==> src/rtl/ljpr_pkg.sv <==
// Shared types, constants and shape decode functions of the lossless JPEG pixel rebuild unit.
package ljpr_pkg;

  // Sample and coordinate widths.
  localparam int SAMPLE_BITS = 16;
  localparam int COORD_BITS  = 16;
  // Position counters and the 16-bit configuration fields.
  localparam int POS_BITS    = 16;
  localparam int DIFF_BITS   = 17;
  localparam int INIT_BITS   = 64;
  localparam int PRED_SLOT   = 16;
  localparam int NUM_COMPS   = 4;
  localparam int COMP_BITS   = 2;

  // Reciprocal of three scaled by 2^17, for the ceiling divide by three.
  localparam logic [16:0] DIV3_RECIP = 17'd43691;
  localparam int          DIV3_SHIFT = 17;

  // Configuration register indexes.
  typedef enum logic [2:0] {
    REG_MCU_SHAPE          = 3'd0,
    REG_FRAME_MCUS_PER_ROW = 3'd1,
    REG_TILE_WIDTH         = 3'd2,
    REG_TILE_HEIGHT        = 3'd3,
    REG_ROWS_PER_RESTART   = 3'd4,
    REG_INITIAL_PREDICTORS = 3'd5
  } cfg_reg_t;

  // MCU layout codes.
  typedef enum logic [2:0] {
    SHAPE_1X1 = 3'd0,
    SHAPE_2X1 = 3'd1,
    SHAPE_3X1 = 3'd2,
    SHAPE_4X1 = 3'd3,
    SHAPE_2X2 = 3'd4
  } mcu_shape_t;

  // Settings seen by the reconstruction core, some of them precomputed.
  typedef struct packed {
    logic [2:0]           mcu_w;
    logic [1:0]           mcu_h;
    logic [2:0]           mcu_n;
    logic [POS_BITS-1:0]  tile_width;
    logic [POS_BITS-1:0]  tile_height;
    logic [POS_BITS-1:0]  consumed;
    logic [POS_BITS-1:0]  row_len;
    logic [POS_BITS-1:0]  restart_rows;
    logic [INIT_BITS-1:0] init_pred;
  } ljpr_cfg_t;

  // One result item.
  typedef struct packed {
    logic [SAMPLE_BITS-1:0] pixel;
    logic [COORD_BITS-1:0]  out_row;
    logic [COORD_BITS-1:0]  out_column;
    logic                   tile_last;
  } ljpr_res_t;

  // MCU width in components; unknown codes act as 1x1.
  function automatic logic [2:0] shape_width(logic [2:0] shape);
    logic [2:0] w;
    case (shape)
      SHAPE_2X1: w = 3'd2;
      SHAPE_3X1: w = 3'd3;
      SHAPE_4X1: w = 3'd4;
      SHAPE_2X2: w = 3'd2;
      default:   w = 3'd1;
    endcase
    return w;
  endfunction

  // MCU height in rows.
  function automatic logic [1:0] shape_height(logic [2:0] shape);
    return (shape == SHAPE_2X2) ? 2'd2 : 2'd1;
  endfunction

  // Components in one MCU.
  function automatic logic [2:0] shape_count(logic [2:0] shape);
    logic [2:0] n;
    case (shape)
      SHAPE_2X1: n = 3'd2;
      SHAPE_3X1: n = 3'd3;
      SHAPE_4X1: n = 3'd4;
      SHAPE_2X2: n = 3'd4;
      default:   n = 3'd1;
    endcase
    return n;
  endfunction

endpackage

==> src/rtl/ljpr_ifs.sv <==
// Valid/ready channel interfaces for differences, pixels and configuration writes.
interface ljpr_diff_if;
  logic                                 valid;
  logic                                 ready;
  logic signed [ljpr_pkg::DIFF_BITS-1:0] difference;
  modport source (output valid, output difference, input ready);
  modport sink   (input valid, input difference, output ready);
endinterface

interface ljpr_pix_if;
  logic                             valid;
  logic                             ready;
  logic [ljpr_pkg::SAMPLE_BITS-1:0] pixel;
  logic [ljpr_pkg::COORD_BITS-1:0]  out_row;
  logic [ljpr_pkg::COORD_BITS-1:0]  out_column;
  logic                             tile_last;
  modport source (output valid, output pixel, output out_row, output out_column,
                  output tile_last, input ready);
  modport sink   (input valid, input pixel, input out_row, input out_column,
                  input tile_last, output ready);
endinterface

interface ljpr_cfg_if;
  logic                           valid;
  logic                           ready;
  logic [2:0]                     index;
  logic [ljpr_pkg::INIT_BITS-1:0] data;
  modport source (output valid, output index, output data, input ready);
  modport sink   (input valid, input index, input data, output ready);
endinterface

==> src/rtl/lossless_jpeg_pixel_rebuild_unit.sv <==
// Top level of the lossless JPEG pixel rebuild unit (predictor one reconstruction).
// A pixel goes from its difference transaction into the output register, or the skid
// stage while the output stalls. Throughput: one difference per cycle while the skid
// stage is free and settings are stable, set by the single add and position update.
// A configuration write holds off differences while the row geometry registers settle;
// synchronous reset does too, sets the defaults and clears positions and predictors.
module lossless_jpeg_pixel_rebuild_unit (
  input  logic       clk,
  input  logic       rst,
  ljpr_cfg_if.sink   cfg_ch,
  ljpr_diff_if.sink  diff_ch,
  ljpr_pix_if.source pixel_ch
);

  ljpr_pkg::ljpr_cfg_t cfg;
  ljpr_pkg::ljpr_res_t res;
  logic                cfg_busy;
  logic                buf_full;
  logic                res_valid;
  logic                take;

  ljpr_cfg_regs u_cfg (
    .clk    (clk),
    .rst    (rst),
    .cfg_ch (cfg_ch),
    .cfg    (cfg),
    .busy   (cfg_busy)
  );

  // Accept a difference whenever the skid stage is free and the settings are stable.
  assign diff_ch.ready = ~buf_full & ~cfg_busy;
  assign take          = diff_ch.valid & diff_ch.ready;

  ljpr_rebuild u_rebuild (
    .clk        (clk),
    .rst        (rst),
    .cfg        (cfg),
    .take       (take),
    .difference (diff_ch.difference),
    .res_valid  (res_valid),
    .res        (res)
  );

  ljpr_out_buf u_out (
    .clk       (clk),
    .rst       (rst),
    .push      (res_valid),
    .push_data (res),
    .full      (buf_full),
    .pixel_ch  (pixel_ch)
  );

endmodule

==> src/rtl/ljpr_cfg_regs.sv <==
// Configuration registers and the row geometry derived from them.
module ljpr_cfg_regs (
  input  logic                clk,
  input  logic                rst,
  ljpr_cfg_if.sink            cfg_ch,
  output ljpr_pkg::ljpr_cfg_t cfg,
  output logic                busy
);

  localparam logic [1:0] SETTLE_CYCLES = 2'd2;

  logic [2:0]                     mcu_shape;
  logic [ljpr_pkg::POS_BITS-1:0]  frame_mcus_per_row;
  logic [ljpr_pkg::POS_BITS-1:0]  tile_width;
  logic [ljpr_pkg::POS_BITS-1:0]  tile_height;
  logic [ljpr_pkg::POS_BITS-1:0]  rows_per_restart;
  logic [ljpr_pkg::INIT_BITS-1:0] initial_predictors;

  logic [ljpr_pkg::POS_BITS-1:0]  consumed;
  logic [ljpr_pkg::POS_BITS-1:0]  consumed_next;
  logic [ljpr_pkg::POS_BITS-1:0]  row_len;
  logic [ljpr_pkg::POS_BITS-1:0]  row_len_next;
  logic [1:0]                     settle;

  logic                           wr;
  logic [ljpr_pkg::POS_BITS:0]    width_sum;
  logic [33:0]                    div3_prod;

  assign cfg_ch.ready = 1'b1;
  assign wr = cfg_ch.valid & cfg_ch.ready;

  // Register writes; indexes beyond the list are dropped.
  always_ff @(posedge clk) begin
    if (rst) begin
      mcu_shape          <= ljpr_pkg::SHAPE_1X1;
      frame_mcus_per_row <= 16'd1;
      tile_width         <= 16'd1;
      tile_height        <= 16'd1;
      rows_per_restart   <= 16'd1;
      initial_predictors <= '0;
    end else if (wr) begin
      unique case (cfg_ch.index)
        ljpr_pkg::REG_MCU_SHAPE:          mcu_shape <= cfg_ch.data[2:0];
        ljpr_pkg::REG_FRAME_MCUS_PER_ROW: frame_mcus_per_row <= cfg_ch.data[15:0];
        ljpr_pkg::REG_TILE_WIDTH:         tile_width <= cfg_ch.data[15:0];
        ljpr_pkg::REG_TILE_HEIGHT:        tile_height <= cfg_ch.data[15:0];
        ljpr_pkg::REG_ROWS_PER_RESTART:   rows_per_restart <= cfg_ch.data[15:0];
        ljpr_pkg::REG_INITIAL_PREDICTORS: initial_predictors <= cfg_ch.data;
        default: ;
      endcase
    end
  end

  // MCUs that cover the tile width: ceil(tile_width / w), with a reciprocal for w of three.
  assign width_sum = {1'b0, tile_width} +
                     {14'd0, ljpr_pkg::shape_width(mcu_shape) - 3'd1};
  assign div3_prod = {17'd0, width_sum} * {17'd0, ljpr_pkg::DIV3_RECIP};

  always_comb begin
    case (ljpr_pkg::shape_width(mcu_shape))
      3'd2:    consumed_next = width_sum[16:1];
      3'd3:    consumed_next = div3_prod[ljpr_pkg::DIV3_SHIFT +: ljpr_pkg::POS_BITS];
      3'd4:    consumed_next = {1'b0, width_sum[16:2]};
      default: consumed_next = tile_width;
    endcase
  end

  // A row takes the longer of the coded and the covered lengths, and at least one MCU.
  always_comb begin
    row_len_next = (frame_mcus_per_row > consumed) ? frame_mcus_per_row : consumed;
    if (row_len_next == '0) begin
      row_len_next = 16'd1;
    end
  end

  always_ff @(posedge clk) begin
    consumed <= consumed_next;
    row_len  <= row_len_next;
  end

  // Hold off items until the derived values have passed through their registers.
  always_ff @(posedge clk) begin
    if (rst || wr) begin
      settle <= SETTLE_CYCLES;
    end else if (settle != 2'd0) begin
      settle <= settle - 2'd1;
    end
  end

  assign busy = (settle != 2'd0);

  always_comb begin
    cfg.mcu_w        = ljpr_pkg::shape_width(mcu_shape);
    cfg.mcu_h        = ljpr_pkg::shape_height(mcu_shape);
    cfg.mcu_n        = ljpr_pkg::shape_count(mcu_shape);
    cfg.tile_width   = tile_width;
    cfg.tile_height  = tile_height;
    cfg.consumed     = consumed;
    cfg.row_len      = row_len;
    cfg.restart_rows = (rows_per_restart == '0) ? 16'd1 : rows_per_restart;
    cfg.init_pred    = initial_predictors;
  end

endmodule

==> src/rtl/ljpr_rebuild.sv <==
// Predictor selection, sample add, tile position tracking and last-sample detection.
module ljpr_rebuild (
  input  logic                                  clk,
  input  logic                                  rst,
  input  ljpr_pkg::ljpr_cfg_t                   cfg,
  input  logic                                  take,
  input  logic signed [ljpr_pkg::DIFF_BITS-1:0] difference,
  output logic                                  res_valid,
  output ljpr_pkg::ljpr_res_t                   res
);

  logic [ljpr_pkg::SAMPLE_BITS-1:0] running [ljpr_pkg::NUM_COMPS];
  logic [ljpr_pkg::SAMPLE_BITS-1:0] row_start [ljpr_pkg::NUM_COMPS];
  logic [ljpr_pkg::COMP_BITS-1:0]   comp_pos;
  logic [ljpr_pkg::POS_BITS-1:0]    mcu_pos;
  logic [ljpr_pkg::POS_BITS-1:0]    mcu_row;
  logic [ljpr_pkg::POS_BITS-1:0]    interval_row;

  logic [ljpr_pkg::COMP_BITS-1:0]   comp;
  logic [ljpr_pkg::POS_BITS:0]      base_row;
  logic                             finished;
  logic [17:0]                      mcu_col;
  logic [ljpr_pkg::NUM_COMPS-1:0]   in_tile;
  logic [ljpr_pkg::NUM_COMPS-1:0]   later_in;
  logic [ljpr_pkg::SAMPLE_BITS-1:0] pred;
  logic [ljpr_pkg::SAMPLE_BITS-1:0] pix;
  logic [1:0]                       col_off;
  logic                             row_off;
  logic [17:0]                      col_full;
  logic [ljpr_pkg::POS_BITS:0]      row_full;
  logic [ljpr_pkg::POS_BITS+1:0]    row_end;
  logic                             last;
  logic [2:0]                       comp_inc;
  logic [ljpr_pkg::POS_BITS:0]      mcu_inc;
  logic [ljpr_pkg::POS_BITS:0]      interval_inc;
  logic                             step;

  // Where the current MCU row starts and whether the tile is already done.
  assign base_row = (cfg.mcu_h == 2'd2) ? {mcu_row, 1'b0} : {1'b0, mcu_row};
  assign finished = (base_row >= {1'b0, cfg.tile_height});
  assign comp     = ({1'b0, comp_pos} < cfg.mcu_n) ? comp_pos : '0;
  assign step     = take & ~finished;

  // First component column of the current MCU.
  always_comb begin
    case (cfg.mcu_w)
      3'd2:    mcu_col = {1'b0, mcu_pos, 1'b0};
      3'd3:    mcu_col = {1'b0, mcu_pos, 1'b0} + {2'b00, mcu_pos};
      3'd4:    mcu_col = {mcu_pos, 2'b00};
      default: mcu_col = {2'b00, mcu_pos};
    endcase
  end

  // Tile membership of each component of the MCU, for emit and last decisions.
  always_comb begin
    for (int c = 0; c < ljpr_pkg::NUM_COMPS; c++) begin
      logic [1:0] c_col;
      logic       c_row;
      logic [2:0] c_idx;
      c_idx = 3'(c);
      if (cfg.mcu_h == 2'd2) begin
        c_col = {1'b0, c_idx[0]};
        c_row = c_idx[1];
      end else begin
        c_col = c_idx[1:0];
        c_row = 1'b0;
      end
      in_tile[c] = ((mcu_col + {16'd0, c_col}) < {2'b00, cfg.tile_width}) &&
                   ((base_row + {16'd0, c_row}) < {1'b0, cfg.tile_height});
      later_in[c] = in_tile[c] && (c_idx > {1'b0, comp}) && (c_idx < cfg.mcu_n);
    end
  end

  // Offsets of the current component inside its MCU.
  always_comb begin
    if (cfg.mcu_h == 2'd2) begin
      col_off = {1'b0, comp[0]};
      row_off = comp[1];
    end else begin
      col_off = comp;
      row_off = 1'b0;
    end
  end

  assign col_full = mcu_col + {16'd0, col_off};
  assign row_full = base_row + {16'd0, row_off};
  assign row_end  = {1'b0, base_row} + {16'd0, cfg.mcu_h};
  assign last     = (row_end >= {2'b00, cfg.tile_height}) &&
                    ({1'b0, mcu_pos} + 17'd1 == {1'b0, cfg.consumed}) &&
                    (later_in == '0);

  // Predictor: initial value at an interval start, row start at a row start, else left MCU.
  always_comb begin
    if (mcu_pos == '0) begin
      if (interval_row == '0) begin
        pred = cfg.init_pred[{comp, 4'b0000} +: ljpr_pkg::SAMPLE_BITS];
      end else begin
        pred = row_start[comp];
      end
    end else begin
      pred = running[comp];
    end
  end

  assign pix = pred + difference[ljpr_pkg::SAMPLE_BITS-1:0];

  // Result handed to the output buffer in the cycle of the transaction.
  assign res_valid      = step & in_tile[comp];
  assign res.pixel      = pix;
  assign res.out_row    = row_full[ljpr_pkg::COORD_BITS-1:0];
  assign res.out_column = col_full[ljpr_pkg::COORD_BITS-1:0];
  assign res.tile_last  = last;

  // Predictor stores.
  always_ff @(posedge clk) begin
    if (rst) begin
      for (int i = 0; i < ljpr_pkg::NUM_COMPS; i++) begin
        running[i]   <= '0;
        row_start[i] <= '0;
      end
    end else if (step) begin
      running[comp] <= pix;
      if (mcu_pos == '0) begin
        row_start[comp] <= pix;
      end
    end
  end

  // Position advance: component, then MCU, then MCU row and restart interval.
  assign comp_inc     = {1'b0, comp} + 3'd1;
  assign mcu_inc      = {1'b0, mcu_pos} + 17'd1;
  assign interval_inc = {1'b0, interval_row} + 17'd1;

  always_ff @(posedge clk) begin
    if (rst) begin
      comp_pos     <= '0;
      mcu_pos      <= '0;
      mcu_row      <= '0;
      interval_row <= '0;
    end else if (step) begin
      if (comp_inc >= cfg.mcu_n) begin
        comp_pos <= '0;
        if (mcu_inc >= {1'b0, cfg.row_len}) begin
          mcu_pos <= '0;
          mcu_row <= mcu_row + 16'd1;
          if (interval_inc >= {1'b0, cfg.restart_rows}) begin
            interval_row <= '0;
          end else begin
            interval_row <= interval_inc[ljpr_pkg::POS_BITS-1:0];
          end
        end else begin
          mcu_pos <= mcu_inc[ljpr_pkg::POS_BITS-1:0];
        end
      end else begin
        comp_pos <= comp_inc[ljpr_pkg::COMP_BITS-1:0];
      end
    end
  end

endmodule

==> src/rtl/ljpr_out_buf.sv <==
// Output register with a skid stage that decouples input acceptance from output stalls.
module ljpr_out_buf (
  input  logic                clk,
  input  logic                rst,
  input  logic                push,
  input  ljpr_pkg::ljpr_res_t push_data,
  output logic                full,
  ljpr_pix_if.source          pixel_ch
);

  logic                out_valid;
  ljpr_pkg::ljpr_res_t out_data;
  logic                skid_valid;
  ljpr_pkg::ljpr_res_t skid_data;
  logic                pop;
  logic                load_out;
  logic                load_skid;

  assign pop       = out_valid & pixel_ch.ready;
  // The skid stage only fills while the output register is stalled.
  assign load_skid = push & ~skid_valid & out_valid & ~pop;
  assign load_out  = (skid_valid & pop) | (push & ~skid_valid & ~(out_valid & ~pop));

  always_ff @(posedge clk) begin
    if (rst) begin
      out_valid  <= 1'b0;
      skid_valid <= 1'b0;
    end else begin
      if (load_out) begin
        out_valid <= 1'b1;
      end else if (pop) begin
        out_valid <= 1'b0;
      end
      if (load_skid) begin
        skid_valid <= 1'b1;
      end else if (pop) begin
        skid_valid <= 1'b0;
      end
    end
  end

  always_ff @(posedge clk) begin
    if (load_out) begin
      out_data <= skid_valid ? skid_data : push_data;
    end
    if (load_skid) begin
      skid_data <= push_data;
    end
  end

  assign full                = skid_valid;
  assign pixel_ch.valid      = out_valid;
  assign pixel_ch.pixel      = out_data.pixel;
  assign pixel_ch.out_row    = out_data.out_row;
  assign pixel_ch.out_column = out_data.out_column;
  assign pixel_ch.tile_last  = out_data.tile_last;

endmodule

==> src/flat_wrapper.sv <==
// flat-port wrapper written by rule: the top's interface ports become plain ports
module lossless_jpeg_pixel_rebuild_unit_flat 
  (clk, rst, cfg_ch_valid, cfg_ch_index, cfg_ch_data, cfg_ch_ready, diff_ch_valid, diff_ch_difference, diff_ch_ready, pixel_ch_valid, pixel_ch_pixel, pixel_ch_out_row, pixel_ch_out_column, pixel_ch_tile_last, pixel_ch_ready);
  ljpr_cfg_if cfg_ch_i ();
  ljpr_diff_if diff_ch_i ();
  ljpr_pix_if pixel_ch_i ();
  input  logic clk;
  input  logic rst;
  input wire logic [$bits(cfg_ch_i.valid)-1:0] cfg_ch_valid;
  input wire logic [$bits(cfg_ch_i.index)-1:0] cfg_ch_index;
  input wire logic [$bits(cfg_ch_i.data)-1:0] cfg_ch_data;
  output wire logic [$bits(cfg_ch_i.ready)-1:0] cfg_ch_ready;
  input wire logic [$bits(diff_ch_i.valid)-1:0] diff_ch_valid;
  input wire logic [$bits(diff_ch_i.difference)-1:0] diff_ch_difference;
  output wire logic [$bits(diff_ch_i.ready)-1:0] diff_ch_ready;
  output wire logic [$bits(pixel_ch_i.valid)-1:0] pixel_ch_valid;
  output wire logic [$bits(pixel_ch_i.pixel)-1:0] pixel_ch_pixel;
  output wire logic [$bits(pixel_ch_i.out_row)-1:0] pixel_ch_out_row;
  output wire logic [$bits(pixel_ch_i.out_column)-1:0] pixel_ch_out_column;
  output wire logic [$bits(pixel_ch_i.tile_last)-1:0] pixel_ch_tile_last;
  input wire logic [$bits(pixel_ch_i.ready)-1:0] pixel_ch_ready;
  assign cfg_ch_i.valid = cfg_ch_valid;
  assign cfg_ch_i.index = cfg_ch_index;
  assign cfg_ch_i.data = cfg_ch_data;
  assign cfg_ch_ready = cfg_ch_i.ready;
  assign diff_ch_i.valid = diff_ch_valid;
  assign diff_ch_i.difference = diff_ch_difference;
  assign diff_ch_ready = diff_ch_i.ready;
  assign pixel_ch_valid = pixel_ch_i.valid;
  assign pixel_ch_pixel = pixel_ch_i.pixel;
  assign pixel_ch_out_row = pixel_ch_i.out_row;
  assign pixel_ch_out_column = pixel_ch_i.out_column;
  assign pixel_ch_tile_last = pixel_ch_i.tile_last;
  assign pixel_ch_i.ready = pixel_ch_ready;
  lossless_jpeg_pixel_rebuild_unit u_core (.clk(clk), .rst(rst), .cfg_ch(cfg_ch_i), .diff_ch(diff_ch_i), .pixel_ch(pixel_ch_i));
endmodule
==> config.mk <==
export PLATFORM = sky130hd
export DESIGN_NAME = lossless_jpeg_pixel_rebuild_unit_flat
export DESIGN_NICKNAME = d
export VERILOG_FILES = /design/src/rtl/ljpr_pkg.sv /design/src/rtl/ljpr_ifs.sv /design/src/rtl/lossless_jpeg_pixel_rebuild_unit.sv /design/src/rtl/ljpr_cfg_regs.sv /design/src/rtl/ljpr_rebuild.sv /design/src/rtl/ljpr_out_buf.sv /design/src/flat_wrapper.sv
export SDC_FILE = /design/constraint.sdc
export NUM_CORES = 1
export LEC_CHECK = 0
export BUFFER_PORTS_ARGS = -buffer_cell sky130_fd_sc_hd__buf_2
export CAP_MARGIN = 20
export CELL_PAD_IN_SITES_DETAIL_PLACEMENT = 1
export CELL_PAD_IN_SITES_GLOBAL_PLACEMENT = 2
export CORE_MARGIN = 3
export CORE_UTILIZATION = 40
export CTS_CLUSTER_SIZE = 20
export DETAILED_ROUTE_END_ITERATION = 10
export PLACE_DENSITY_LB_ADDON = 0.1
export SYNTH_ARGS = -nofsm -noshare
export SYNTH_HDL_FRONTEND = slang
export SYNTH_SLANG_ARGS = --single-unit
==> constraint.sdc <==
create_clock -name clk -period 11.4 [get_ports clk]
set_input_delay 2.28 -clock clk [delete_from_list [all_inputs] [get_ports clk]]
set_output_delay 2.28 -clock clk [all_outputs]
set_load 0.01 [all_outputs]
==> impl_metrics.csv, run 1 <==
group,metric,value,unit
critical_path,regToRegSetupSlack,1.74,ns
die,initial_utilization,0.407,
critical_path,r2r-end,"u_core.u_cfg.consumed[6]$_DFF_P_",
synthesis,synth.cell_area,31700,sq um
hold_path,hold_depth,2,
clock_tree,clock_path_buffers,3,
clock_tree,root_buffer,"clkbuf_16",
synthesis,synth-seq-cells,443,
sta,worstMarginPinSlew,1.05,ns
sta,hold_slack,0.456,ns
place,port_buffers,138,
global_routing,antenna_found_initial,5,
place,place_congestion,0.944,
critical_path,crit_slowest_cell,"a211oi_1",
detailed_routing,first_pass_iters,5,
clock_tree,cts_hold_buffers,0,
critical_path,slowest_delay,0.68,ns
sta,setup_viol,0,
place,place_hpwl,86.4,mm
synthesis,ys_warn_count,0,
critical_path,cp_common_cell,"fa_1",
clock_tree,h-tree-depth,2,
hold_path,whs_endpoint,"u_core.u_cfg.initial_predictors[52]$_SDFFE_PP0P_",
sta,finalSetupTns,0,ns
pwr,intPower,2.93,mW
die,core.rowCount,102,
detailed_routing,drc,0,
global_routing,grt_overflow_total,0,
critical_path,crit_fanout,52,
synthesis,yosys-top-cells-area,"edfxtp_1 21%, dfxtp_1 14%, ha_1 14%, nand2_1 6.5%, fa_1 5.6%",
global_routing,grt_pass1_wl,173,mm
synthesis,synthCells,3572,
finish,nNetsFinal,4176,
synthesis,yosysTopAreaCellShare,0.214,
critical_path,worstRegToRegCells,31,
pwr,swShare,0.292,
sta,finalHoldViolCount,0,
sta,finalClockSkew,0.0373,ns
global_routing,grt_max_degree,90,
die,die_w,288,microns
sta,drv_slew,0,
global_routing,grt_pass1_vias,28086,
pwr,pwr-share-seq,0.424,
critical_path,cp-startpoint,"u_core.u_cfg.mcu_shape[0]$_SDFFE_PP0P_",
clock_tree,cts.clk_slew.worst_paths,0.06,ns
finish,area_growth,11.3,%
sta,period_share,0.847,
detailed_routing,wl_per_cell,23.8,microns
detailed_routing,ant_nets,0,
clock_tree,cts.sinks,443,
synthesis,synth-async-reset-ratio,0,
pwr,p_switching,1.21,mW
pwr,leakage,14.9,nW
clock_tree,numCtsBuffers,52,
synthesis,syn_avg_cell_area,8.88,sq um
clock_tree,cts_tree,"built",
die,die_y,288,microns
critical_path,crit_arrival,10.19,ns
pwr,pwr-share-clk,0.404,
global_routing,grt_usage,0.270,
critical_path,startpoint_type,"flip-flop",
job,drv_cap,0,
critical_path,r2r_start,"u_core.u_cfg.mcu_shape[0]$_SDFFE_PP0P_",
synthesis,synthesis.nets,4092,
critical_path,path_class,"flip-flop to flip-flop",
pwr,power_density,117,nW/um^2
hold_path,hold_class,"flip-flop to flip-flop",
detailed_routing,drt_iter0_markers,1577,
finish,drive_above_1_share,0.103,
pwr,share_comb_of_total_power,0.172,
pwr,ir_drop,0.119,mV
clock_tree,post_cts_buffers,0,
die,io_pins,141,
finish,num-fill-cells,9064,
sta,min_period,9.66,ns
finish,finalInstanceArea,35300,sq um
detailed_routing,wl,113,mm
synthesis,ys.flop_type,"edfxtp_1",
critical_path,required,11.92,ns
clock_tree,cts_resized,0,
sta,fmax,104,MHz
synthesis,synth-seq-area-share,0.351,
outcome,status,"finished clean",
critical_path,critPathCaptureType,"flip-flop",
place,placed_area,33500,sq um
die,core_area,78000,sq um
die,fp.dieArea,82700,sq um
sta,rsz0062_at_grt,"false",
synthesis,synth_cell_types,93,
sta,slew_headroom,0.295,
finish,final_util,0.453,
synthesis,synth-edff-count,226,
synthesis,synth.largest_area_cell,"edfxtp_1",
hold_path,hp-start,"u_core.u_cfg.initial_predictors[52]$_SDFFE_PP0P_",
clock_tree,insertion_delay,0.62,ns
detailed_routing,vias_per_cell,5.65,
detailed_routing,vias,26801,
[cell families after synthesis]
logic type / after synthesis / share of synthesized area
AND/OR/NAND/NOR: 1202 / 0.172
AO/OA/AOI/OAI: 720 / 0.144
buffers and inverters: 514 / 0.0622
flip-flops: 443 / 0.351
adder cells (fa/ha/maj): 431 / 0.191
XOR/XNOR: 171 / 0.0472
multiplexers: 89 / 0.0322
other: 2 / 0.000237
[per-layer routing]
metal / global-route usage / vias up / part of all wire
met5: 0 / - / 0
met1: 0.382 / 13546 / 0.47
li1: - / 12607 / -
met4: 0.0570 / 0 / 0.019
met2: 0.445 / 530 / 0.47
met3: 0.0302 / 118 / 0.041
[power groups by stage]
stage / sequential (mW) / clock, mW / combinational, mW
5_1_grt: 1.76 / 1.76 / 0.795
4_1_cts: 1.75 / 1.70 / 0.717
3_5_place_dp: 1.79 / 0 / 0.710
2_1_floorplan: 1.78 / 0 / 0.444
6_report: 1.75 / 1.67 / 0.712
3_3_place_gp: 1.78 / 0 / 0.683
[registers in the layout (all words and copies together), names as in the netlist, 3 cells and up]
signal and cells:
u_core.u_cfg.consumed 16, u_core.u_cfg.frame_mcus_per_row 16, u_core.u_cfg.initial_predictors 64, u_core.u_cfg.mcu_shape 3, u_core.u_cfg.row_len 16, u_core.u_cfg.rows_per_restart 16, u_core.u_cfg.tile_height 16, u_core.u_cfg.tile_width 16
u_core.u_out.pixel_ch.out_column 16, u_core.u_out.pixel_ch.out_row 16, u_core.u_out.pixel_ch.pixel 16, u_core.u_out.skid_data 49, u_core.u_rebuild.interval_row 16, u_core.u_rebuild.mcu_pos 16, u_core.u_rebuild.mcu_row 16, u_core.u_rebuild.row_start 64
u_core.u_rebuild.running 64
[synth_stat cells, types with 7 or more instances]
cell type and instances:
nand2_1 549, and3_1 17, a221oi_1 54, nor3b_1 11
nor2b_1 44, nor3_1 54, ha_1 343, fa_1 88
or3_1 20, a21o_1 49, o31ai_1 10, or2_2 7
a21oi_1 324, o21ai_1 11, mux2_2 54, clkbuf_1 125
o21ai_0 84, a22oi_1 24, o32ai_1 14, xor2_1 29
dfxtp_1 217, nand3_1 83, buf_1 21, mux2i_1 30
o21a_1 33, nor4_1 25, and2_1 14, o211ai_1 12
a211o_1 9, buf_2 14, a211oi_1 26, nand2b_1 26
o22ai_1 8, nor2_1 262, edfxtp_1 226, xnor2_1 142
inv_1 341, nand4_1 45
[worst max-delay path, delay by kind of cell, from the launching register on]
kind	cells	cell delay, ns
AO/OA/AOI/OAI	6	1.67
XOR/XNOR	1	0.57
adder cells (fa/ha/maj)	9	3.73
buffers and inverters	5	0.98
flip-flops	1	0.35
multiplexers	1	0.45
AND/OR/NAND/NOR	9	1.79
[worst max-delay path by stage]
stage / to / slack, ns
CTS: u_core.u_cfg.consumed[6]$_DFF_P_ / 1.71
finish: u_core.u_cfg.consumed[6]$_DFF_P_ / 1.74
global route: u_core.u_cfg.consumed[6]$_DFF_P_ / 1.08
global placement: u_core.u_cfg.consumed[6]$_DFF_P_ / 1.90
detailed placement: u_core.u_cfg.consumed[6]$_DFF_P_ / 1.79
floorplan: u_core.u_out.skid_data[0]$_DFFE_PP_ / 1.42
[layout make-up]
class,count,area [sq um],share of cell area
antenna,2,5.00,0.000142
clock buffer,74,1470,0.0418
clock inverter,24,229,0.00649
inverter,349,1310,0.0371
multi-input combinational,2615,18700,0.530
sequential,443,11100,0.315
tap,1040,1300,0.0369
timing repair buffer,195,1140,0.0324
[layout by cell type (no fill, tap or decap), types with 88 or more instances in the layout]
cell type | synthesis | final
ha_1 | 343 | 343
nor2_1 | 262 | 259
inv_1 | 341 | 341
a21oi_1 | 324 | 324
xnor2_1 | 142 | 142
fa_1 | 88 | 88
dfxtp_1 | 217 | 215
buf_2 | 14 | 137
nand2_1 | 549 | 549
edfxtp_1 | 226 | 226
[through the flow]
stage,power (mW),worst slack (ns),std cells
2_1_floorplan,2.22,1.42,3572
3_3_place_gp,2.47,1.90,4638
3_5_place_dp,2.50,1.79,4638
4_1_cts,4.17,1.71,4736
5_1_grt,4.32,1.08,4740
6_report,4.13,1.74,4742
Power figures use the tool's default switching activity.
==> run 2: changes to the inputs <==
==> constraint.sdc (replaced) <==
create_clock -name clk -period 9.87 [get_ports clk]
set_input_delay 1.974 -clock clk [delete_from_list [all_inputs] [get_ports clk]]
set_output_delay 1.974 -clock clk [all_outputs]
set_load 0.01 [all_outputs]
==> run 2 against run 1 <==
  * Via count up 0.33%
  * Critical path depth is 2 lower
  * Non-clock buffer count stayed put
  * Critical path type unchanged
  * Global-route usage decreased by 0.19 points
  * Largest cell class unchanged
  * Clock skew down 0.0092 ns
  * Critical endpoint unchanged
==> impl_metrics.csv, run 2 (synthesis gave the netlist of run 1 again) <==
group,metric,value,unit
critical_path,r2r_start,"u_core.u_cfg.mcu_shape[1]$_SDFFE_PP0P_",
critical_path,regToRegSetupSlack,0.81,ns
sta,slew_headroom,0.253,
critical_path,slowest_delay,0.68,ns
pwr,ir_drop,0.124,mV
place,port_buffers,138,
critical_path,r2r-end,"u_core.u_cfg.consumed[6]$_DFF_P_",
global_routing,grt_max_degree,89,
clock_tree,cts.sinks,443,
die,initial_utilization,0.407,
die,die_y,288,microns
place,place_congestion,0.925,
detailed_routing,drc,0,
die,core_area,78000,sq um
critical_path,critPathCaptureType,"flip-flop",
global_routing,grt_pass1_vias,28100,
sta,worstMarginPinSlew,1.12,ns
pwr,leakage,14.9,nW
hold_path,whs_endpoint,"u_core.u_cfg.initial_predictors[52]$_SDFFE_PP0P_",
critical_path,worstRegToRegCells,29,
global_routing,grt_pass1_wl,171,mm
sta,finalSetupTns,0,ns
outcome,status,"finished clean",
clock_tree,numCtsBuffers,53,
sta,finalClockSkew,0.0281,ns
sta,finalHoldViolCount,0,
sta,min_period,9.06,ns
pwr,swShare,0.293,
clock_tree,cts.clk_slew.worst_paths,0.06,ns
detailed_routing,drt_iter0_markers,1706,
critical_path,crit_slowest_cell,"a211oi_1",
clock_tree,post_cts_buffers,0,
finish,antennaDiodeCount,0,
detailed_routing,first_pass_iters,5,
sta,rsz0062_at_grt,"false",
clock_tree,clock_path_buffers,3,
die,die_w,288,microns
critical_path,crit_arrival,9.60,ns
finish,multi_input_area,18700,sq um
sta,period_share,0.918,
clock_tree,h-tree-depth,2,
global_routing,grt_overflow_total,0,
sta,finalWorstSetupSlack,0.812,ns
pwr,share_comb_of_total_power,0.171,
hold_path,hold_class,"flip-flop to flip-flop",
clock_tree,root_buffer,"clkbuf_16",
critical_path,required,10.41,ns
critical_path,crit_fanout,10,
job,drv_cap,0,
pwr,pwr-share-clk,0.413,
finish,seq_area,11100,sq um
die,core.rowCount,102,
hold_path,hp-start,"u_core.u_cfg.initial_predictors[52]$_SDFFE_PP0P_",
place,placed_area,33600,sq um
sta,fmax,110,MHz
critical_path,startpoint_type,"flip-flop",
finish,fin_cells,4742,
pwr,intPower,3.45,mW
detailed_routing,wl_per_cell,23.7,microns
clock_tree,cts_resized,0,
finish,area_growth,11.5,%
place,placed_cells,4641,
pwr,p_switching,1.43,mW
detailed_routing,vias,26890,
finish,num-fill-cells,9061,
sta,drv_slew,0,
global_routing,grt_usage,0.268,
die,io_pins,141,
hold_path,hold_depth,2,
place,place_hpwl,85.8,mm
finish,drive_above_1_share,0.103,
clock_tree,cts_tree,"built",
clock_tree,cts_hold_buffers,0,
finish,nNetsFinal,4177,
critical_path,path_class,"flip-flop to flip-flop",
clock_tree,insertion_delay,0.63,ns
critical_path,cp_common_cell,"fa_1",
place,dp_slack,0.707,ns
global_routing,antenna_found_initial,1,
finish,finalInstanceArea,35400,sq um
detailed_routing,wl,112,mm
detailed_routing,ant_nets,0,
pwr,power_density,138,nW/um^2
detailed_routing,vias_per_cell,5.67,
pwr,pwr-share-seq,0.416,
sta,setup_viol,0,
die,fp.dieArea,82700,sq um
finish,top_regs,"u_core.u_cfg.initial_predictors (64), u_core.u_rebuild.row_start (64), u_core.u_rebuild.running (64)",
finish,layout_common_cells,"549 x nand2_1, 343 x ha_1, 341 x inv_1",
finish,layout_commonest_cell,"nand2_1",
==> run 2: changes by cell type in the layout (fill, tap and decap cells not counted), moves of 3 or more <==
| cell | before | now |
|---|---|---|
| clkinv_1 | 9 | 4 |
| clkbuf_8 | 9 | 12 |
| clkinv_2 | 11 | 5 |
| clkbuf_1 | 13 | 19 |
| inv_16 | 0 | 3 |
==> run 2: metrics by stage <==
step           hold slack (ns)  total power, mW   util
6_report                 0.457             4.87  0.454
5_1_grt                  0.472             5.09  0.454
4_1_cts                  0.456             4.92  0.453
3_5_place_dp             0.448             2.89  0.431
3_3_place_gp             0.444             2.86  0.430
2_1_floorplan            0.436             2.56      -
==> run 2: per-layer routing <==
layer | vias to the layer above | track usage | share of wire
met3 | 146 | 0.0288 | 0.047
li1 | 12591 | - | -
met1 | 13500 | 0.374 | 0.46
met5 | - | 0 | 0
met2 | 653 | 0.445 | 0.47
met4 | 0 | 0.0667 | 0.023
==> run 2: worst max-delay path: cells and delay by family (launching register included) <==
| family | cells | cell delay [ns] |
|---|---|---|
| adder cells (fa/ha/maj) | 8 | 3.59 |
| buffers and inverters | 5 | 0.65 |
| XOR/XNOR | 1 | 0.19 |
| AND/OR/NAND/NOR | 8 | 2.00 |
| multiplexers | 1 | 0.45 |
| flip-flops | 1 | 0.41 |
| AO/OA/AOI/OAI | 6 | 1.66 |
==> run 2: power by group through the flow <==
stage	Combinational [mW]	Clock, mW	Sequential [mW]
4_1_cts	0.838	2.06	2.02
3_5_place_dp	0.830	0	2.06
5_1_grt	0.928	2.13	2.03
2_1_floorplan	0.513	0	2.05
3_3_place_gp	0.801	0	2.06
6_report	0.834	2.01	2.03
==> run 2: area by class of cell <==
| type | count | area share |
|---|---|---|
| clock buffer | 85 | 0.0449 |
| multi-input combinational | 2615 | 0.529 |
| sequential | 443 | 0.315 |
| tap | 1040 | 0.0368 |
| clock inverter | 15 | 0.00534 |
| inverter | 349 | 0.0370 |
| timing repair buffer | 195 | 0.0323 |
==> run 2: worst max-delay path by stage <==
stage | from | slack (ns) | endpoint
global placement | u_core.u_cfg.mcu_shape[1]$_SDFFE_PP0P_ | 0.63 | u_core.u_cfg.consumed[6]$_DFF_P_
CTS | u_core.u_cfg.mcu_shape[1]$_SDFFE_PP0P_ | 0.63 | u_core.u_cfg.consumed[6]$_DFF_P_
floorplan | u_core.u_cfg.mcu_shape[0]$_SDFFE_PP0P_ | 0.63 | u_core.u_cfg.consumed[6]$_DFF_P_
detailed placement | u_core.u_cfg.mcu_shape[1]$_SDFFE_PP0P_ | 0.71 | u_core.u_cfg.consumed[6]$_DFF_P_
finish | u_core.u_cfg.mcu_shape[1]$_SDFFE_PP0P_ | 0.81 | u_core.u_cfg.consumed[6]$_DFF_P_
global route | u_core.u_cfg.mcu_shape[1]$_SDFFE_PP0P_ | 0.19 | u_core.u_cfg.consumed[6]$_DFF_P_
